===== src/ftzs_pkg.sv =====
// ----------------------------------------------------------------------------
// ftzs_pkg
// shared widths, codes and handshake types of the focal table zoom select block
// ----------------------------------------------------------------------------
package ftzs_pkg;

    localparam int FOCAL_W = 10;
    localparam int ZOOM_W  = 16;
    localparam int SENS_W  = 16;
    localparam int DIST_W  = 18;
    localparam int SIZE_W  = 16;
    localparam int SCALE_W = 4;

    // product widths of the demand terms
    localparam int NUM_W = SENS_W + DIST_W + 4;      // sensor * distance * 16
    localparam int SS_W  = SIZE_W + SCALE_W;         // size * scale
    localparam int UM_W  = 10;
    localparam int DEN_W = SS_W + UM_W;              // size * scale * 1000
    // demand quotient, saturated; wide enough to exceed any focal in q4
    localparam int Q_W   = FOCAL_W + 5;

    localparam logic [ZOOM_W-1:0] ZOOM_FLOOR = ZOOM_W'(8);
    localparam logic [UM_W-1:0]   UM_PER_MM  = UM_W'(1000);

    localparam logic CMD_LOAD  = 1'b0;
    localparam logic CMD_QUERY = 1'b1;

    localparam logic [1:0] CFG_SENSOR_W = 2'd0;
    localparam logic [1:0] CFG_SENSOR_H = 2'd1;
    localparam logic [1:0] CFG_ENTRIES  = 2'd2;

    typedef struct packed {
        logic             start;
        logic [NUM_W-1:0] num;
        logic [DEN_W-1:0] den;
    } div_req_t;

    typedef struct packed {
        logic           done;
        logic [Q_W-1:0] quot;
    } div_rsp_t;

    typedef enum logic [7:0] {
        ST_IDLE  = 8'b0000_0001,
        ST_NUM   = 8'b0000_0010,
        ST_DEN1  = 8'b0000_0100,
        ST_DEN2  = 8'b0000_1000,
        ST_DIV   = 8'b0001_0000,
        ST_LAST  = 8'b0010_0000,
        ST_SCAN  = 8'b0100_0000,
        ST_DONE  = 8'b1000_0000
    } state_t;

endpackage


===== src/ftzs_div.sv =====
// ----------------------------------------------------------------------------
// ftzs_div
// restoring divider, one quotient bit per cycle, saturating quotient
// ----------------------------------------------------------------------------
module ftzs_div (
    input  logic              clk,
    input  logic              rst_n,
    input  ftzs_pkg::div_req_t req,
    output ftzs_pkg::div_rsp_t rsp
);
    import ftzs_pkg::*;

    localparam int DSR_W = DEN_W + Q_W;
    localparam int CNT_W = $clog2(Q_W + 1);
    localparam logic [CNT_W-1:0] CNT_TOP = CNT_W'(Q_W);

    logic             busy_reg, busy_next;
    logic             done_reg, done_next;
    logic [CNT_W-1:0] cnt_reg, cnt_next;
    logic [NUM_W-1:0] rem_reg, rem_next;
    logic [DSR_W-1:0] dsr_reg, dsr_next;
    logic [Q_W-1:0]   q_reg, q_next;
    logic             ovf_reg, ovf_next;
    logic             ge;

    assign ge = DSR_W'(rem_reg) >= dsr_reg;

    always_comb
    begin
        busy_next = busy_reg;
        done_next = 1'b0;
        cnt_next  = cnt_reg;
        rem_next  = rem_reg;
        dsr_next  = dsr_reg;
        q_next    = q_reg;
        ovf_next  = ovf_reg;
        if (req.start)
        begin
            busy_next = 1'b1;
            cnt_next  = CNT_TOP;
            rem_next  = req.num;
            dsr_next  = {req.den, {Q_W{1'b0}}};
            q_next    = '0;
            ovf_next  = 1'b0;
        end
        else if (busy_reg)
        begin
            // top step only checks for a quotient that does not fit
            if (cnt_reg == CNT_TOP)
            begin
                ovf_next = ge;
            end
            else if (ge)
            begin
                rem_next = rem_reg - dsr_reg[NUM_W-1:0];
            end
            q_next   = {q_reg[Q_W-2:0], ge & (cnt_reg != CNT_TOP)};
            dsr_next = dsr_reg >> 1;
            cnt_next = cnt_reg - CNT_W'(1);
            if (cnt_reg == '0)
            begin
                busy_next = 1'b0;
                done_next = 1'b1;
            end
        end
    end

    always_ff @(posedge clk or negedge rst_n)
    begin
        if (!rst_n)
        begin
            busy_reg <= 1'b0;
            done_reg <= 1'b0;
            cnt_reg  <= '0;
        end
        else
        begin
            busy_reg <= busy_next;
            done_reg <= done_next;
            cnt_reg  <= cnt_next;
        end
    end

    always_ff @(posedge clk)
    begin
        rem_reg <= rem_next;
        dsr_reg <= dsr_next;
        q_reg   <= q_next;
        ovf_reg <= ovf_next;
    end

    assign rsp.done = done_reg;
    assign rsp.quot = ovf_reg ? {Q_W{1'b1}} : q_reg;

endmodule


===== src/focal_table_zoom_select_core.sv =====
// ----------------------------------------------------------------------------
// focal_table_zoom_select_core
// picks a zoom code and focal length from a loaded lens table per object size
// ----------------------------------------------------------------------------
// A load item (tuser 0) writes one table entry. A query
// item (tuser 1) computes the q4 focal demand for width and height, each
// through one shared multiplier (three products) and a bit-serial divider
// (sixteen steps), then walks the table one entry per cycle through its
// registered read port. A query with an unknown size skips the demand and
// goes straight to the result.
// The input side is not ready while a query is in work; a finished result
// sits in the output register so the next item can be taken meanwhile.
module focal_table_zoom_select_core #(
    parameter int TABLE_DEPTH = 8
) (
    input  logic        clk,
    input  logic        rst_n,
    // configuration
    input  logic        cfg_wr_en,
    input  logic [1:0]  cfg_index,
    input  logic [15:0] cfg_data,
    // input items
    input  logic        s_tvalid,
    output logic        s_tready,
    // entry_index[2:0], entry_focal_mm[12:3], entry_zoom_code[28:13],
    // distance_mm[46:29], object_width_mm[62:47], object_height_mm[78:63],
    // scale_divisor[82:79]
    input  logic [87:0] s_tdata,
    // command[0]
    input  logic        s_tuser,
    // result items
    output logic        m_tvalid,
    input  logic        m_tready,
    // zoom_code[15:0], focus_mm[25:16]
    output logic [31:0] m_tdata,
    // size_unknown[0]
    output logic        m_tuser
);
    import ftzs_pkg::*;

    localparam int IW = (TABLE_DEPTH > 1) ? $clog2(TABLE_DEPTH) : 1;
    localparam logic [7:0] DEPTH8 = 8'(TABLE_DEPTH);

    // input fields
    logic [2:0]         in_idx;
    logic [FOCAL_W-1:0] in_focal;
    logic [ZOOM_W-1:0]  in_zoom;
    logic [DIST_W-1:0]  in_dist;
    logic [SIZE_W-1:0]  in_ow;
    logic [SIZE_W-1:0]  in_oh;
    logic [SCALE_W-1:0] in_scale;

    assign in_idx   = s_tdata[2:0];
    assign in_focal = s_tdata[12:3];
    assign in_zoom  = s_tdata[28:13];
    assign in_dist  = s_tdata[46:29];
    assign in_ow    = s_tdata[62:47];
    assign in_oh    = s_tdata[78:63];
    assign in_scale = s_tdata[82:79];

    // configuration registers
    logic [SENS_W-1:0] sens_w_reg;
    logic [SENS_W-1:0] sens_h_reg;
    logic [3:0]        entries_reg;

    always_ff @(posedge clk or negedge rst_n)
    begin
        if (!rst_n)
        begin
            sens_w_reg  <= SENS_W'(3750);
            sens_h_reg  <= SENS_W'(3750);
            entries_reg <= 4'd2;
        end
        else if (cfg_wr_en)
        begin
            unique case (cfg_index)
                CFG_SENSOR_W: sens_w_reg  <= cfg_data;
                CFG_SENSOR_H: sens_h_reg  <= cfg_data;
                CFG_ENTRIES:  entries_reg <= cfg_data[3:0];
                default: ;
            endcase
        end
    end

    // table memory
    logic [FOCAL_W-1:0] focal_mem [TABLE_DEPTH];
    logic [ZOOM_W-1:0]  zoom_mem  [TABLE_DEPTH];
    logic [FOCAL_W-1:0] rd_focal_reg;
    logic [ZOOM_W-1:0]  rd_zoom_reg;
    logic [IW-1:0]      mem_addr;
    logic               load_we;

    always_ff @(posedge clk)
    begin
        if (load_we)
        begin
            focal_mem[IW'(in_idx)] <= in_focal;
            zoom_mem[IW'(in_idx)]  <= in_zoom;
        end
        rd_focal_reg <= focal_mem[mem_addr];
        rd_zoom_reg  <= zoom_mem[mem_addr];
    end

    // sequencer state
    state_t             state_reg, state_next;
    logic               axis_reg, axis_next;
    logic [SCALE_W-1:0] scale_reg, scale_next;
    logic [DIST_W-1:0]  dist_reg, dist_next;
    logic [SIZE_W-1:0]  ow_reg, ow_next;
    logic [SIZE_W-1:0]  oh_reg, oh_next;
    logic [IW-1:0]      n_last_reg, n_last_next;
    logic [NUM_W-1:0]   num_reg, num_next;
    logic [SS_W-1:0]    ss_reg, ss_next;
    logic [Q_W-1:0]     d_reg, d_next;
    logic [IW-1:0]      scan_reg, scan_next;
    logic [FOCAL_W-1:0] prev_f_reg, prev_f_next;
    logic [ZOOM_W-1:0]  prev_z_reg, prev_z_next;
    logic [FOCAL_W-1:0] wf_reg, wf_next;
    logic [ZOOM_W-1:0]  wz_reg, wz_next;
    logic [ZOOM_W-1:0]  res_zoom_reg, res_zoom_next;
    logic [FOCAL_W-1:0] res_focus_reg, res_focus_next;
    logic               res_unk_reg, res_unk_next;
    logic [FOCAL_W-1:0] last_focus_reg, last_focus_next;
    logic               out_valid_reg, out_valid_next;
    logic [ZOOM_W-1:0]  out_zoom_reg, out_zoom_next;
    logic [FOCAL_W-1:0] out_focus_reg, out_focus_next;
    logic               out_unk_reg, out_unk_next;

    // shared multiplier
    logic [SS_W-1:0]          mul_a;
    logic [DIST_W-1:0]        mul_b;
    logic [SS_W+DIST_W-1:0]   mul_p;

    assign mul_p = mul_a * mul_b;

    // divider
    div_req_t div_req;
    div_rsp_t div_rsp;

    ftzs_div u_div (
        .clk   (clk),
        .rst_n (rst_n),
        .req   (div_req),
        .rsp   (div_rsp)
    );

    logic               accept;
    logic [7:0]         n_ext;
    logic               axis_done;
    logic [ZOOM_W-1:0]  axis_z;
    logic [FOCAL_W-1:0] axis_f;
    logic [ZOOM_W-1:0]  min_z;
    logic [FOCAL_W-1:0] min_f;
    logic [Q_W-1:0]     lo_q4;
    logic [Q_W-1:0]     hi_q4;

    assign s_tready = (state_reg == ST_IDLE);
    assign accept   = s_tvalid & s_tready;
    assign load_we  = accept & (s_tuser == CMD_LOAD) & ({5'b0, in_idx} < DEPTH8);

    assign lo_q4 = {1'b0, prev_f_reg, 4'b0};
    assign hi_q4 = {1'b0, rd_focal_reg, 4'b0};

    always_comb
    begin
        // entries in use, kept between one and the table depth
        n_ext = {4'b0, entries_reg};
        if (n_ext == 8'd0)
        begin
            n_ext = 8'd1;
        end
        if (n_ext > DEPTH8)
        begin
            n_ext = DEPTH8;
        end
    end

    assign min_z = (wz_reg < axis_z) ? wz_reg : axis_z;
    assign min_f = (wf_reg < axis_f) ? wf_reg : axis_f;

    always_comb
    begin
        state_next      = state_reg;
        axis_next       = axis_reg;
        scale_next      = scale_reg;
        dist_next       = dist_reg;
        ow_next         = ow_reg;
        oh_next         = oh_reg;
        n_last_next     = n_last_reg;
        num_next        = num_reg;
        ss_next         = ss_reg;
        d_next          = d_reg;
        scan_next       = scan_reg;
        prev_f_next     = prev_f_reg;
        prev_z_next     = prev_z_reg;
        wf_next         = wf_reg;
        wz_next         = wz_reg;
        res_zoom_next   = res_zoom_reg;
        res_focus_next  = res_focus_reg;
        res_unk_next    = res_unk_reg;
        last_focus_next = last_focus_reg;
        out_zoom_next   = out_zoom_reg;
        out_focus_next  = out_focus_reg;
        out_unk_next    = out_unk_reg;
        out_valid_next  = out_valid_reg & ~m_tready;
        mem_addr        = '0;
        mul_a           = '0;
        mul_b           = '0;
        div_req.start   = 1'b0;
        div_req.num     = num_reg;
        div_req.den     = mul_p[DEN_W-1:0];
        axis_done       = 1'b0;
        axis_z          = ZOOM_FLOOR;
        axis_f          = '0;

        unique case (state_reg)
            ST_IDLE:
            begin
                if (accept && s_tuser == CMD_QUERY)
                begin
                    dist_next   = in_dist;
                    ow_next     = in_ow;
                    oh_next     = in_oh;
                    scale_next  = (in_scale == '0) ? SCALE_W'(1) : in_scale;
                    n_last_next = IW'(n_ext - 8'd1);
                    axis_next   = 1'b0;
                    if (in_ow == '0 || in_oh == '0)
                    begin
                        res_zoom_next  = ZOOM_FLOOR;
                        res_focus_next = last_focus_reg;
                        res_unk_next   = 1'b1;
                        state_next     = ST_DONE;
                    end
                    else
                    begin
                        state_next = ST_NUM;
                    end
                end
            end
            ST_NUM:
            begin
                mul_a      = SS_W'(axis_reg ? sens_h_reg : sens_w_reg);
                mul_b      = dist_reg;
                num_next   = {mul_p[SENS_W+DIST_W-1:0], 4'b0};
                state_next = ST_DEN1;
            end
            ST_DEN1:
            begin
                mul_a      = SS_W'(axis_reg ? oh_reg : ow_reg);
                mul_b      = DIST_W'(scale_reg);
                ss_next    = mul_p[SS_W-1:0];
                state_next = ST_DEN2;
            end
            ST_DEN2:
            begin
                mul_a         = ss_reg;
                mul_b         = DIST_W'(UM_PER_MM);
                div_req.start = 1'b1;
                state_next    = ST_DIV;
            end
            ST_DIV:
            begin
                if (div_rsp.done)
                begin
                    d_next     = div_rsp.quot;
                    mem_addr   = n_last_reg;
                    state_next = ST_LAST;
                end
            end
            ST_LAST:
            begin
                // demand at or beyond the last entry takes the last entry
                if (d_reg >= hi_q4)
                begin
                    axis_done = 1'b1;
                    axis_z    = rd_zoom_reg;
                    axis_f    = rd_focal_reg;
                end
                else if (n_last_reg == '0)
                begin
                    axis_done = 1'b1;
                end
                else
                begin
                    mem_addr   = '0;
                    scan_next  = '0;
                    state_next = ST_SCAN;
                end
            end
            ST_SCAN:
            begin
                prev_f_next = rd_focal_reg;
                prev_z_next = rd_zoom_reg;
                scan_next   = scan_reg + IW'(1);
                if (scan_reg != n_last_reg)
                begin
                    mem_addr = scan_reg + IW'(1);
                end
                if (scan_reg != '0 && d_reg >= lo_q4 && d_reg <= hi_q4)
                begin
                    axis_done = 1'b1;
                    axis_z    = prev_z_reg;
                    axis_f    = prev_f_reg;
                end
                else if (scan_reg == n_last_reg)
                begin
                    axis_done = 1'b1;
                end
            end
            ST_DONE:
            begin
                if (!out_valid_reg || m_tready)
                begin
                    out_valid_next  = 1'b1;
                    out_zoom_next   = res_zoom_reg;
                    out_focus_next  = res_focus_reg;
                    out_unk_next    = res_unk_reg;
                    last_focus_next = res_focus_reg;
                    state_next      = ST_IDLE;
                end
            end
            default:
            begin
                state_next = ST_IDLE;
            end
        endcase

        if (axis_done)
        begin
            if (!axis_reg)
            begin
                wz_next    = axis_z;
                wf_next    = axis_f;
                axis_next  = 1'b1;
                state_next = ST_NUM;
            end
            else
            begin
                res_zoom_next  = (min_z < ZOOM_FLOOR) ? ZOOM_FLOOR : min_z;
                res_focus_next = min_f;
                res_unk_next   = 1'b0;
                state_next     = ST_DONE;
            end
        end
    end

    always_ff @(posedge clk or negedge rst_n)
    begin
        if (!rst_n)
        begin
            state_reg      <= ST_IDLE;
            axis_reg       <= 1'b0;
            last_focus_reg <= '0;
            out_valid_reg  <= 1'b0;
        end
        else
        begin
            state_reg      <= state_next;
            axis_reg       <= axis_next;
            last_focus_reg <= last_focus_next;
            out_valid_reg  <= out_valid_next;
        end
    end

    always_ff @(posedge clk)
    begin
        scale_reg     <= scale_next;
        dist_reg      <= dist_next;
        ow_reg        <= ow_next;
        oh_reg        <= oh_next;
        n_last_reg    <= n_last_next;
        num_reg       <= num_next;
        ss_reg        <= ss_next;
        d_reg         <= d_next;
        scan_reg      <= scan_next;
        prev_f_reg    <= prev_f_next;
        prev_z_reg    <= prev_z_next;
        wf_reg        <= wf_next;
        wz_reg        <= wz_next;
        res_zoom_reg  <= res_zoom_next;
        res_focus_reg <= res_focus_next;
        res_unk_reg   <= res_unk_next;
        out_zoom_reg  <= out_zoom_next;
        out_focus_reg <= out_focus_next;
        out_unk_reg   <= out_unk_next;
    end

    assign m_tvalid = out_valid_reg;
    assign m_tdata  = {6'b0, out_focus_reg, out_zoom_reg};
    assign m_tuser  = out_unk_reg;

endmodule


===== config.mk =====
export PLATFORM = sky130hd
export DESIGN_NAME = focal_table_zoom_select_core
export DESIGN_NICKNAME = d
export VERILOG_FILES = /design/src/ftzs_pkg.sv /design/src/ftzs_div.sv /design/src/focal_table_zoom_select_core.sv
export SDC_FILE = /design/constraint.sdc
export NUM_CORES = 2
export LEC_CHECK = 0
export BUFFER_PORTS_ARGS = -buffer_cell sky130_fd_sc_hd__buf_2
export CAP_MARGIN = 20
export CORE_ASPECT_RATIO = 1.25
export CORE_UTILIZATION = 45
export CTS_CLUSTER_SIZE = 30
export DETAILED_ROUTE_END_ITERATION = 7
export GPL_ROUTABILITY_DRIVEN = 0
export PLACE_DENSITY = 0.63
export SLEW_MARGIN = 20
export SYNTH_ARGS = -nofsm -noshare
export SYNTH_HDL_FRONTEND = slang
export SYNTH_HIERARCHICAL = 1
export SYNTH_SLANG_ARGS = --single-unit

===== constraint.sdc =====
create_clock -name clk -period 11.75 [get_ports clk]
set_input_delay 2.35 -clock clk [delete_from_list [all_inputs] [get_ports clk]]
set_output_delay 2.35 -clock clk [all_outputs]
set_load 0.05 [all_outputs]

==> reports/qor.csv <==
stage,metric,value,unit
outcome,status,completed,
setup_path,Worst setup SP type,flip-flop,
yosys,most common flop cell mapped by yosys,edfxtp_1,
sta,Hold WS,0.429,ns
setup_path,WP buf/inv,5,
detailed_routing,residual DRC count,0,
yosys,asr flop ratio synth,0.0984,
layout,fin util,0.504,
sta,RSZ-0062 raised after global routing,no,
setup_path,worst r2r src,state_reg[4]$_DFFE_PN0P_,
power_and_ir_drop,worst ir drop on vdd,0.0866,mV
setup_path,CP Capture Type,flip-flop,
worst_hold_path,HP Start,res_zoom_reg[10]$_DFF_P_,
sta,Tmin final,9.38,ns
global_routing,grt met1 use,0.272,
clocking,TritonCTS Buffers,67,
clocking,root buf cell,clkbuf_16,
floorplan,die width,262,microns
sta,worst setup margin,2.37,ns
clocking,Clock Tree Buf Depth,3,
global_routing,vias in the first global route,25700,
detailed_routing,Starting DRT DRC Count,1644,
global_routing,first-pass GRT wire length,141000,microns
clocking,# H-tree levels,3,
detailed_routing,per-cell routed wire length,18.4,microns
clocking,Clock Sinks,630,
clocking,post-cts sizing count,0,
global_routing,grt met2 use,0.352,
clocking,CTS tree,built,
sta,final hold violation count,0,
worst_hold_path,Worst Hold Class,flip-flop to flip-flop,
setup_path,crit-path leading delay family,adder cells,
global_routing,GRT Total Usage,0.209,
layout,area delta synth->final,11.2,%
sta,setup_tns,0,ns
power_and_ir_drop,Pwr Density,118,nW/um^2
sta,Final setup viols,0,
power_and_ir_drop,Comb pwr share,0.069,
sta,period utilisation layout,0.798,
floorplan,Core ar.,84100,sq um
power_and_ir_drop,clock network power share,0.435,
setup_path,R2R Setup Slk,2.37,ns
sta,worst rel slew slack,0.228,
setup_path,Worst EP required,12.10,ns
setup_path,Setup CP Type,flip-flop to flip-flop,
power_and_ir_drop,sequential share of power,0.496,
detailed_routing,via count,25700,
clocking,post-cts hold buffer count,0,
yosys,Synth Warn #,6,
power_and_ir_drop,leak pwr,17.7,nW
global_routing,antenna violations before repair,6,
global_routing,pin count of the biggest net entering global routing,139,
place,dpl cell area,40100,sq um
detailed_routing,Detail Route Antenna Nets,0,
power_and_ir_drop,total power,5.00,mW
floorplan,row count,119,
detailed_routing,vias per cell,5.32,
yosys,Mapped Cells,3541,
setup_path,"Max stage delay cell, worst path",o311ai_0,
yosys,synth unique cells,86,
place,Final HPWL DP,64000,microns
sta,Achievable Freq,0.107,GHz
clocking,Clock transition at path regs,0.06,ns
worst_hold_path,Hold Path Stages,0,
power_and_ir_drop,Sw Share,0.229,
layout,max FFs per register,128,
place,IO Port Bufs,135,
yosys,"Seq/Total Area, Yosys",0.467,
layout,# nets final,4253,
setup_path,CP most frequent cell,fa_1,
power_and_ir_drop,Int Pwr,3.85,mW
setup_path,Critical Path AT,9.73,ns
setup_path,crit-path max FO,39,
global_routing,busiest grt layer,met2,
setup_path,worst stage delay on the critical path,0.78,ns
yosys,"Cell Area, Synth",38100,sq um
floorplan,Starting Density,0.453,
floorplan,full die area,85900,sq um
setup_path,R2R cell count,25,
detailed_routing,drt pass-1 iters,6,
yosys,register bit count reported by yosys,630,
layout,layout cells sized above 1,0.111,
layout,Finished Cell Area,42400,sq um
worst_hold_path,Min-Delay Endpoint,out_zoom_reg[10]$_DFFE_PP_,
yosys,Post-synth EDFFs,484,
sta,Slew @ Worst Pin,1.16,ns
clocking,Worst-Skew Late Latency,0.62,ns
place,Cells after DPL,4697,
sta,Max Slew Vio Count,0,
clocking,Post-CTS Repair Setup Buffers,0,
global_routing,met3 Use GR,0.0317,
sta,Worst Clk Skew,0.0249,ns
global_routing,GRT overflow,0,
floorplan,Die Y,327,microns
job,MaxCap Viol Count,0,
detailed_routing,DRT Wirelength,88700,microns
yosys,Synth Area per Inst,10.8,sq um
place,pre-CTS WS,2.49,ns
floorplan,IO Count,147,
power_and_ir_drop,NetSw,1.15,mW
setup_path,R2R Path End,num_reg[37]$_DFFE_PP_,
layout,Post-Layout Cell Count,4825,
## routing by layer
metal | up-vias | share of wire
li1 | 12100 | -
met1 | 12700 | 0.42
met2 | 619 | 0.49
met3 | 179 | 0.050
met4 | 0 | 0.034
met5 | - | 0
## cell usage in the layout, fill, tap and decap left out, types with 11 or more instances in the layout
| cell type | synthesis | final |
|---|---|---|
| nand2_1 | 570 | 570 |
| edfxtp_1 | 484 | 484 |
| inv_1 | 469 | 468 |
| fa_1 | 285 | 285 |
| nor2_1 | 239 | 236 |
| nand3_1 | 181 | 181 |
| ha_1 | 178 | 178 |
| buf_2 | 19 | 135 |
| o21ai_0 | 124 | 124 |
| a21oi_1 | 94 | 89 |
| dfxtp_1 | 84 | 84 |
| mux2i_1 | 68 | 68 |
| clkbuf_16 | 0 | 67 |
| conb_1 | 2 | 48 |
| a21o_1 | 45 | 45 |
| xnor2_1 | 44 | 44 |
| dfrtp_1 | 46 | 44 |
| buf_4 | 8 | 37 |
| mux2_2 | 36 | 36 |
| or2_2 | 24 | 25 |
| a22oi_1 | 27 | 24 |
| nand4_1 | 24 | 24 |
| xor2_1 | 22 | 22 |
| o22ai_1 | 21 | 21 |
| nand2b_1 | 21 | 21 |
| nor2b_1 | 20 | 20 |
| nor4_1 | 18 | 18 |
| and2_1 | 18 | 18 |
| nor3_1 | 19 | 17 |
| dfstp_2 | 16 | 16 |
| clkbuf_1 | 112 | 15 |
| o21a_1 | 13 | 13 |
| a22o_1 | 14 | 12 |
| o221a_2 | 11 | 11 |
| o21bai_1 | 11 | 11 |
| o311ai_0 | 11 | 11 |
## kinds of logic after synthesis
group,share of synthesized area
buf+inv,0.0626
compound gates,0.0777
mux,0.0285
flops,0.467
simple gates,0.141
xor+xnor,0.0152
fa+ha+maj,0.208
other cells,0.000197
## worst max-delay path by stage
stage	startpoint	end	slack [ns]	cells past startpoint
final	state_reg[4]$_DFFE_PN0P_	num_reg[37]$_DFFE_PP_	2.37	25
after global routing	state_reg[4]$_DFFE_PN0P_	num_reg[37]$_DFFE_PP_	1.83	25
after CTS	state_reg[4]$_DFFE_PN0P_	num_reg[37]$_DFFE_PP_	2.40	25
after detailed placement	state_reg[4]$_DFFE_PN0P_	num_reg[37]$_DFFE_PP_	2.49	25
after global placement	state_reg[4]$_DFFE_PN0P_	num_reg[37]$_DFFE_PP_	2.57	25
after floorplan	state_reg[4]$_DFFE_PN0P_	u_div/dsr_reg[44]$_DFFE_PP_	3.49	28
## Yosys cell counts (13+ instances only)
master / count / area share
mux2_2: 36 / 0.011
dfstp_2: 16 / 0.011
or2_2: 24 / 0.0039
edfxtp_1: 484 / 0.38
nand3_1: 181 / 0.024
fa_1: 285 / 0.15
buf_1: 13 / 0.0013
nand2b_1: 21 / 0.0034
o21ai_0: 124 / 0.016
xnor2_1: 44 / 0.010
a22oi_1: 27 / 0.0053
dfxtp_1: 84 / 0.044
mux2i_1: 68 / 0.018
and2_1: 18 / 0.0030
ha_1: 178 / 0.058
nand4_1: 24 / 0.0039
nor3_1: 19 / 0.0025
nand2_1: 570 / 0.056
a21o_1: 45 / 0.0089
buf_2: 19 / 0.0025
xor2_1: 22 / 0.0051
nor4_1: 18 / 0.0030
a22o_1: 14 / 0.0032
nor2_1: 239 / 0.024
nor3b_1: 13 / 0.0026
clkbuf_1: 112 / 0.011
o21a_1: 13 / 0.0026
inv_1: 469 / 0.046
nor2b_1: 20 / 0.0033
a21oi_1: 94 / 0.012
dfrtp_1: 46 / 0.030
o22ai_1: 21 / 0.0034
## final cells by class
| type | instances | area [sq um] |
|---|---|---|
| fillers | 7553 | 41700 |
| multi-input cells | 2336 | 18200 |
| flip-flops and latches | 630 | 17800 |
| clock buffers | 87 | 1800 |
| inverters | 469 | 1760 |
| well taps | 1089 | 1360 |
| repair buffers | 174 | 978 |
| clock inverters | 37 | 453 |
| diodes | 3 | 7.51 |
## power groups by stage
| stage | Sequential (mW) | Combinational [mW] | Clock (mW) |
|---|---|---|---|
| CTS | 2.48 | 0.353 | 2.22 |
| global placement | 2.52 | 0.344 | 0 |
| floorplan | 2.52 | 0.226 | 0 |
| finish | 2.48 | 0.347 | 2.17 |
| detailed placement | 2.52 | 0.349 | 0 |
| global route | 2.48 | 0.391 | 2.31 |
No activity file was read; power rests on OpenSTA's default activity.
